**config.mk**
```make
export PLATFORM = sky130hd
export DESIGN_NAME = binary_min_heap_queue
export DESIGN_NICKNAME = d
export VERILOG_FILES = /design/src/sv/bmhq_pkg.sv /design/src/sv/bmhq_cell.sv /design/src/sv/binary_min_heap_queue.sv
export SDC_FILE = /design/constraint.sdc
export NUM_CORES = 2
export LEC_CHECK = 0
export BUFFER_PORTS_ARGS = -buffer_cell sky130_fd_sc_hd__buf_2
export CORE_MARGIN = 5
export CORE_UTILIZATION = 40
export DETAILED_ROUTE_END_ITERATION = 7
export PLACE_DENSITY = 0.62
export REMOVE_ABC_BUFFERS = 1
export SYNTH_ARGS = -nofsm -noshare
export SYNTH_HDL_FRONTEND = slang
export SYNTH_HIERARCHICAL = 1
export SYNTH_SLANG_ARGS = --single-unit
```
**constraint.sdc**
```tcl
create_clock -name i_clk -period 12.25 [get_ports i_clk]
set_input_delay 2.45 -clock i_clk [delete_from_list [all_inputs] [get_ports i_clk]]
set_output_delay 2.45 -clock i_clk [all_outputs]
set_load 0.02 [all_outputs]
```
**src/sv/bmhq_pkg.sv**
```systemverilog
`timescale 1ns / 1ps

package bmhq_pkg;

    // Default sizing
    localparam int CAPACITY_DEF  = 16;
    localparam int KEY_WIDTH_DEF = 32;

    // Fixed field widths
    localparam int VALUE_W  = 32;
    localparam int STATUS_W = 2;
    localparam int COUNT_W  = 5;

    // Operation codes
    localparam logic FUNC_INSERT = 1'b0;
    localparam logic FUNC_POLL   = 1'b1;

    // Result status codes
    localparam logic [STATUS_W-1:0] ST_OK    = 2'd0;
    localparam logic [STATUS_W-1:0] ST_EMPTY = 2'd1;
    localparam logic [STATUS_W-1:0] ST_FULL  = 2'd2;

    // Per-cycle command broadcast to every cell
    typedef struct packed {
        logic insert;
        logic poll;
    } t_cell_ctl;

endpackage

```
**src/sv/bmhq_cell.sv**
```systemverilog
`timescale 1ns / 1ps

// One slot of the sorted chain. Slots hold keys in ascending order from
// cell 0; empty slots sit at the tail and act as +infinity.
module bmhq_cell #(
    parameter int KEY_WIDTH = bmhq_pkg::KEY_WIDTH_DEF
) (
    input  logic                  i_clk,
    input  logic                  i_rst_n,
    input  bmhq_pkg::t_cell_ctl   i_ctl,
    input  logic [KEY_WIDTH-1:0]  i_new_key,
    input  logic [KEY_WIDTH-1:0]  i_left_key,
    input  logic                  i_left_vld,
    input  logic                  i_left_le,
    input  logic [KEY_WIDTH-1:0]  i_right_key,
    input  logic                  i_right_vld,
    output logic [KEY_WIDTH-1:0]  o_key,
    output logic                  o_vld,
    output logic                  o_le
);

    logic [KEY_WIDTH-1:0] r_key, n_key;
    logic                 r_vld, n_vld;

    // Held key is no larger than the incoming one
    assign o_le  = r_vld && ($signed(r_key) <= $signed(i_new_key));
    assign o_key = r_key;
    assign o_vld = r_vld;

    // Insert: keep, take the new key, or shift in from the left.
    // Poll: shift in from the right.
    always_comb begin
        n_key = r_key;
        n_vld = r_vld;
        if (i_ctl.insert) begin
            if (!o_le) begin
                if (i_left_le) begin
                    n_key = i_new_key;
                    n_vld = 1'b1;
                end else begin
                    n_key = i_left_key;
                    n_vld = i_left_vld;
                end
            end
        end else if (i_ctl.poll) begin
            n_key = i_right_key;
            n_vld = i_right_vld;
        end
    end

    always_ff @(posedge i_clk) begin
        if (!i_rst_n) begin
            r_vld <= 1'b0;
        end else begin
            r_vld <= n_vld;
        end
    end

    always_ff @(posedge i_clk) begin
        r_key <= n_key;
    end

endmodule

```
**src/sv/binary_min_heap_queue.sv**
```systemverilog
`timescale 1ns / 1ps
// A result is registered when its request is accepted. Throughput: one
// request per cycle while o_stall is low; every cell compares its key with
// the incoming one in parallel and shifts by one slot, so no walk over levels.
// Reset (synchronous, active low) empties the queue and clears output valid;
// stored keys are not cleared and need no clearing pass.
module binary_min_heap_queue #(
    parameter int CAPACITY  = bmhq_pkg::CAPACITY_DEF,
    parameter int KEY_WIDTH = bmhq_pkg::KEY_WIDTH_DEF
) (
    input  logic                             i_clk,
    input  logic                             i_rst_n,
    input  logic                             i_valid,
    output logic                             o_stall,
    input  logic                             i_func,
    input  logic signed [bmhq_pkg::VALUE_W-1:0]  i_value,
    output logic                             o_valid,
    input  logic                             i_stall,
    output logic signed [bmhq_pkg::VALUE_W-1:0]  o_min_value,
    output logic [bmhq_pkg::STATUS_W-1:0]    o_status,
    output logic [bmhq_pkg::COUNT_W-1:0]     o_count
);

    localparam int CNT_W = $clog2(CAPACITY + 1);
    localparam int VW    = bmhq_pkg::VALUE_W;
    localparam logic [CNT_W-1:0] CAP_CNT = CNT_W'(CAPACITY);

    logic                 in_acc;
    logic                 is_full, is_empty;
    bmhq_pkg::t_cell_ctl  ctl;
    logic [KEY_WIDTH-1:0] new_key;
    logic [KEY_WIDTH+VW-1:0] key_wide;
    logic [KEY_WIDTH+VW-1:0] min_wide;
    logic [CNT_W+bmhq_pkg::COUNT_W-1:0] cnt_wide;

    logic [KEY_WIDTH-1:0] cell_key [CAPACITY];
    logic [CAPACITY-1:0]  cell_vld;
    logic [CAPACITY-1:0]  cell_le;

    logic [CNT_W-1:0]     r_count, n_count;
    logic                 r_out_vld;
    logic [VW-1:0]        r_min, n_min;
    logic [bmhq_pkg::STATUS_W-1:0] r_status, n_status;

    // Handshake: output register parts the two sides
    assign o_stall = r_out_vld && i_stall;
    assign in_acc  = i_valid && !o_stall;

    assign is_full  = (r_count == CAP_CNT);
    assign is_empty = (r_count == '0);

    // Key is the low KEY_WIDTH bits of the value, zero padded if wider
    assign key_wide = {{KEY_WIDTH{1'b0}}, i_value};
    assign new_key  = key_wide[KEY_WIDTH-1:0];

    // Commands to the chain only for requests that change the contents
    always_comb begin
        ctl.insert = in_acc && (i_func == bmhq_pkg::FUNC_INSERT) && !is_full;
        ctl.poll   = in_acc && (i_func == bmhq_pkg::FUNC_POLL) && !is_empty;
    end

    // Chain of cells, ascending from cell 0
    for (genvar g = 0; g < CAPACITY; g++) begin : g_cell
        logic [KEY_WIDTH-1:0] left_key, right_key;
        logic                 left_vld, left_le, right_vld;

        if (g == 0) begin : g_head
            assign left_key = new_key;
            assign left_vld = 1'b1;
            assign left_le  = 1'b1;
        end else begin : g_mid_l
            assign left_key = cell_key[g-1];
            assign left_vld = cell_vld[g-1];
            assign left_le  = cell_le[g-1];
        end

        if (g == CAPACITY - 1) begin : g_tail
            assign right_key = cell_key[g];
            assign right_vld = 1'b0;
        end else begin : g_mid_r
            assign right_key = cell_key[g+1];
            assign right_vld = cell_vld[g+1];
        end

        bmhq_cell #(
            .KEY_WIDTH (KEY_WIDTH)
        ) u_cell (
            .i_clk       (i_clk),
            .i_rst_n     (i_rst_n),
            .i_ctl       (ctl),
            .i_new_key   (new_key),
            .i_left_key  (left_key),
            .i_left_vld  (left_vld),
            .i_left_le   (left_le),
            .i_right_key (right_key),
            .i_right_vld (right_vld),
            .o_key       (cell_key[g]),
            .o_vld       (cell_vld[g]),
            .o_le        (cell_le[g])
        );
    end

    // Minimum sits in cell 0; report its low bits
    assign min_wide = {{VW{1'b0}}, cell_key[0]};

    // Result and count update
    always_comb begin
        n_count  = r_count;
        n_min    = '0;
        n_status = bmhq_pkg::ST_OK;
        if (i_func == bmhq_pkg::FUNC_INSERT) begin
            if (is_full) begin
                n_status = bmhq_pkg::ST_FULL;
            end else begin
                n_count = r_count + CNT_W'(1);
            end
        end else begin
            if (is_empty) begin
                n_status = bmhq_pkg::ST_EMPTY;
            end else begin
                n_min   = min_wide[VW-1:0];
                n_count = r_count - CNT_W'(1);
            end
        end
    end

    always_ff @(posedge i_clk) begin
        if (!i_rst_n) begin
            r_count   <= '0;
            r_out_vld <= 1'b0;
        end else begin
            if (in_acc) begin
                r_count   <= n_count;
                r_out_vld <= 1'b1;
            end else if (!i_stall) begin
                r_out_vld <= 1'b0;
            end
        end
    end

    always_ff @(posedge i_clk) begin
        if (in_acc) begin
            r_min    <= n_min;
            r_status <= n_status;
        end
    end

    assign cnt_wide    = {{bmhq_pkg::COUNT_W{1'b0}}, r_count};
    assign o_valid     = r_out_vld;
    assign o_min_value = r_min;
    assign o_status    = r_status;
    assign o_count     = cnt_wide[bmhq_pkg::COUNT_W-1:0];

    // Occupied cells match the entry count
    a_count_match: assert property (@(posedge i_clk) disable iff (!i_rst_n)
        $countones(cell_vld) == 32'(r_count))
        else $error("cell occupancy differs from entry count");

    // Occupied cells form a prefix from cell 0
    a_prefix: assert property (@(posedge i_clk) disable iff (!i_rst_n)
        ((cell_vld >> 1) & ~cell_vld) == '0)
        else $error("hole in the cell chain");

    // Head holds the minimum of the first two cells
    a_head_min: assert property (@(posedge i_clk) disable iff (!i_rst_n)
        cell_vld[CAPACITY-1:1] == '0 || CAPACITY < 2 ||
        $signed(cell_key[0]) <= $signed(cell_key[1 % CAPACITY]))
        else $error("head cell is not the minimum");

    // An accepted insert with room grows the count by one
    a_insert_grow: assert property (@(posedge i_clk) disable iff (!i_rst_n)
        ctl.insert |=> r_count == $past(r_count) + CNT_W'(1))
        else $error("insert did not grow the count");

    // Failed requests report zero
    a_fail_zero: assert property (@(posedge i_clk) disable iff (!i_rst_n)
        (r_out_vld && r_status != bmhq_pkg::ST_OK) |-> r_min == '0)
        else $error("failed request reports a nonzero key");

endmodule
```
==> Word level (Yosys, flattened, before mapping) <==
Cells that the tools add are included.
{ "classes": {"bitwise": 2, "add_sub_neg": 2, "reduce_logical": 46, "eq_ne": 20, "muxes": 131, "n_lt_le_gt_ge": 16} }
{ "op_table": {"columns": ["op", "count"], "rows": [
  ["$mux 32", 60],
  ["$le 32x32->1", 16],
  ["$mux 1", 66],
  ["$ne 2x2->1 const B", 18],
  ["$reduce_and 2->1", 17],
  ["$logic_and 1x1->1", 22],
  ["$mux 5", 3],
  ["$add 5x1->5 const B", 1],
  ["$eq 5x5->1 const B", 1],
  ["$logic_not 5->1", 1],
  ["$sub 5x1->5 const B", 1],
  ["$mux 2", 2],
  ["$logic_not 1->1", 3],
  ["$reduce_and 3->1", 1],
  ["$ne 2x1->1 const B", 1],
  ["$not 1->1", 2],
  ["$reduce_bool 2->1", 1],
  ["$reduce_or 2->1", 1]
]} }
{ "word_totals": {"output_inout_bits": 41, "register_bits": 568} }

==> Depth between registers and ports, before layout <==
{ "logic_depth": {"depth_word": 7, "mapped_depth": 13, "ltp_nobuf": 12} }

==> Hierarchy <==
Netlist, hierarchy kept.
{ "by_module_without_submodules": {"columns": ["module", "seq_area_each_um2", "cells_each", "area_per_inst_um2", "instances"], "rows": [
  ["bmhq_cell", 980.9, 270, 2522.4, 16],
  ["binary_min_heap_queue", 1141.1, 119, 1689.1, 1]
]} }

==> Worst setup path before layout <==
No wires, ideal clock.
{ "synth_timing": {"path_kind": "input to register", "start": "input i_stall", "end": "register g_cell[0].u_cell.r_key[0], enable pin", "setup_ns": 0.433, "n_path_buf": 0, "path_slack_ns": 3.133, "arrival_ns": 8.684, "stages": 5, "required_ns": 11.817, "cell_sequence": "and2_1 > nand2b_1 > nor3b_1 > or3b_2 > o22ai_1"} }
{ "synth_lines": {"columns": ["element", "line", "rtl"], "rows": [
  ["start, declared", "binary_min_heap_queue.sv:18", "input logic i_stall,"],
  ["end signal, assigned", "bmhq_cell.sv:60", "r_key <= n_key;"],
  ["end, declared", "bmhq_cell.sv:22", "logic [KEY_WIDTH-1:0] r_key, n_key;"]
]} }

==> Final worst setup path <==
{ "layout_timing": {"start": "input i_value[31] in the netlist's numbering", "end": "register g_cell[9].u_cell.r_vld"} }
{ "layout_via": {"elab_chain_cells": 5} }
{ "layout_rtl": {"columns": ["element", "line", "rtl"], "rows": [
  ["start, declared", "binary_min_heap_queue.sv:16", "input logic signed [bmhq_pkg::VALUE_W-1:0] i_value,"],
  ["$le 32x32->1", "bmhq_cell.sv:26", "assign o_le = r_vld && ($signed(r_key) <= $signed(i_new_key));"],
  ["$logic_and 1x1->1", "bmhq_cell.sv:26", null],
  ["named net cell_le[8]", "binary_min_heap_queue.sv:38", "logic [CAPACITY-1:0] cell_le;"],
  ["$mux 1", "bmhq_cell.sv:37", "if (i_left_le) begin"],
  ["$mux 1", "bmhq_cell.sv:36", "if (!o_le) begin"],
  ["$mux 1", "bmhq_cell.sv:35", "if (i_ctl.insert) begin"],
  ["end signal, assigned", "bmhq_cell.sv:55", "r_vld <= n_vld;"],
  ["end, declared", "bmhq_cell.sv:23", "logic r_vld, n_vld;"]
]} }
The timed path passes the listed nets, and every way through them passes these cells. The select of a mux whose other input is x is not followed.
A chain may end at the register's enable or synchronous reset.

==> impl_metrics.ini <==
[worst_setup_path]
reg2reg_to = g_cell[9].u_cell/o_vld
slowest_delay_ns = 0.93
end_kind = register
required_ns = 12.75
crit_path_end = g_cell[9].u_cell/o_vld
timing.rr.start = g_cell[8].u_cell/o_key[31]
cp.arrival_ns = 6.77
critPathLaunchType = primary input
critPathMaxFanout = 33
startpoint = i_value[31]
cp_slowest_cell = or3_2
rr_worst_depth = 11
r2r_slack_ns = 8.04
critPathKind = in -> reg
path_cells = buf_2 -> inv_1 -> ha_1 -> nand4_2 -> nor4_2 -> nand4_1 -> nor3_1 -> nor4_1 -> or3_2 -> nor2_1 -> nand2_1 -> or3_1 -> o21ba_2

[global_routing]
grt_pass1_vias = 30343
grt_pass1_wl_mm = 162
grt_antenna_before_repair = 2
grt_usage = 0.174
grt_overflow = 0
grt_max_degree = 225

[route]
wl_per_cell_um = 17.2
drc_errors = 0
drt_iter0_markers = 1859
wirelength_mm = 101
vias = 31008
via_per_inst = 5.27
firstDrtPassIters = 7
postRouteAntennaNets = 0

[sta]
post-route-period-util = 0.512
max_slew.worst_pin.slew_ns = 1.13
timing.setup.tns_ns = 0
maxSlewViolCount = 0
setup_viol = 0
slew_headroom = 0.250
rsz0062_at_grt = no
layout_min_cycle_time_ns = 6.27
maxClockFrequency_ghz = 0.160
fin_hold_ws_ns = 0.523
skew_ns = 0.0185
finalHoldViolations = 0

[worst_hold_path]
hold_path_class = reg -> reg
whs_path_depth = 2

[final_layout]
syn_to_final_growth_pct = 9.48
design_area_mm2 = 0.0460
drive_gt1_frac = 0.0661
final_cell_mix = a21oi_1, nor2_1, inv_1
fin_util = 0.439
fin_nets = 4997
final_common_cell = a21oi_1

[power]
p_leak_nw = 19.1
p_sw_mw = 2.15
clkPwrFrac = 0.299
p_comb_frac = 0.267
cell_internal_pwr_mw = 4.40
p_total_mw = 6.55
seqPwrFrac = 0.435
swShare = 0.328
ir_worst_vdd_uv = 82.4
p_per_area_mw_per_mm2 = 142

[cts]
cts_buffer_depth = 3
cts_setup_buffers = 0
cts.sinks = 568
path_clk_slew_ns = 0.06
cts_tree = built
root_buffer = clkbuf_16
cts_made_buffers = 69
cts_resized = 0
cts_hold_buf = 0
htree_num_levels = 3
clkLatencyLatePin_ns = 0.62

[status]
outcome = finished clean

[placement]
gp_congestion = 0.824
hpwlAfterDp_mm = 74.6
io_buffers = 77
place_area_mm2 = 0.0439

[die]
io_pins = 78
core-area_mm2 = 0.105
start_util = 0.401
design.die.area_mm2 = 0.112
rows = 119
die_w_um = 334
die_h_um = 334

[logic_synthesis]
syn-instance-count = 4438
synth_warnings = 6
postSynthAreaPerCell_um2 = 9.47
syn_area_mm2 = 0.0420

[run]
max_cap_violations = 0
-- power by group through the flow --
stage | clock network [mW] | registers (mW) | logic, mW
floorplan | 0 | 2.91 | 1.79
finish | 1.96 | 2.85 | 1.75
global route | 2.10 | 2.88 | 1.98
CTS | 2.01 | 2.84 | 1.75
detailed placement | 0 | 2.87 | 1.75
global placement | 0 | 2.88 | 1.69
-- per-stage QoR --
step                      instances  setup slack, ns
final                          5886             5.98
after global routing           5886             5.78
after CTS                      5884             6.01
after detailed placement       5764             5.36
after global placement         5764             5.40
after floorplan                4259           -73.23
-- registers in the layout (all words and copies together) (netlist names) --
name / count
g_cell.u_cell/o_key: 512
g_cell.u_cell/o_vld: 16
o_count: 5
o_min_value: 32
o_status: 2
o_valid: 1
-- how the worst min path moves through the flow --
stage,slack [ns],end,from
floorplan,0.55,o_min_value[0],g_cell[0].u_cell/o_key[0]
global placement,0.51,o_count[3],o_count[3]
detailed placement,0.52,o_count[3],o_count[3]
CTS,0.52,o_count[3],o_count[3]
global route,0.59,o_count[3],o_count[3]
finish,0.52,o_count[3],o_count[3]
-- final cells by class --
cell class                      instances  area (µm²)
Sequential cell                       568       16800
Inverter                              547        2050
Clock inverter                         19         130
Tap cell                             1391        1740
Multi-Input combinational cell       3144       22600
Antenna cell                            2        5.00
Timing Repair Buffer                  114         713
Clock buffer                          101        1940
Fill cell                           10255       58800
-- critical path, delay by kind of cell --
family / cells / cell delay [ns]
buffers and inverters: 2 / 0.61
AOI/OAI and AO/OA: 1 / 0.20
adders and majority gates: 1 / 0.41
and+or+nand+nor: 9 / 3.05
-- per-layer routing --
layer / wire, µm / global-route usage / up-vias
met2: 46100 / 0.285 / 529
met3: 3340 / 0.0207 / 177
met4: 2870 / 0.0555 / 0
met1: 49000 / 0.241 / 14241
met5: 0 / 0 / -
li1: - / - / 16061
No activity file was read; power rests on OpenSTA's default activity.
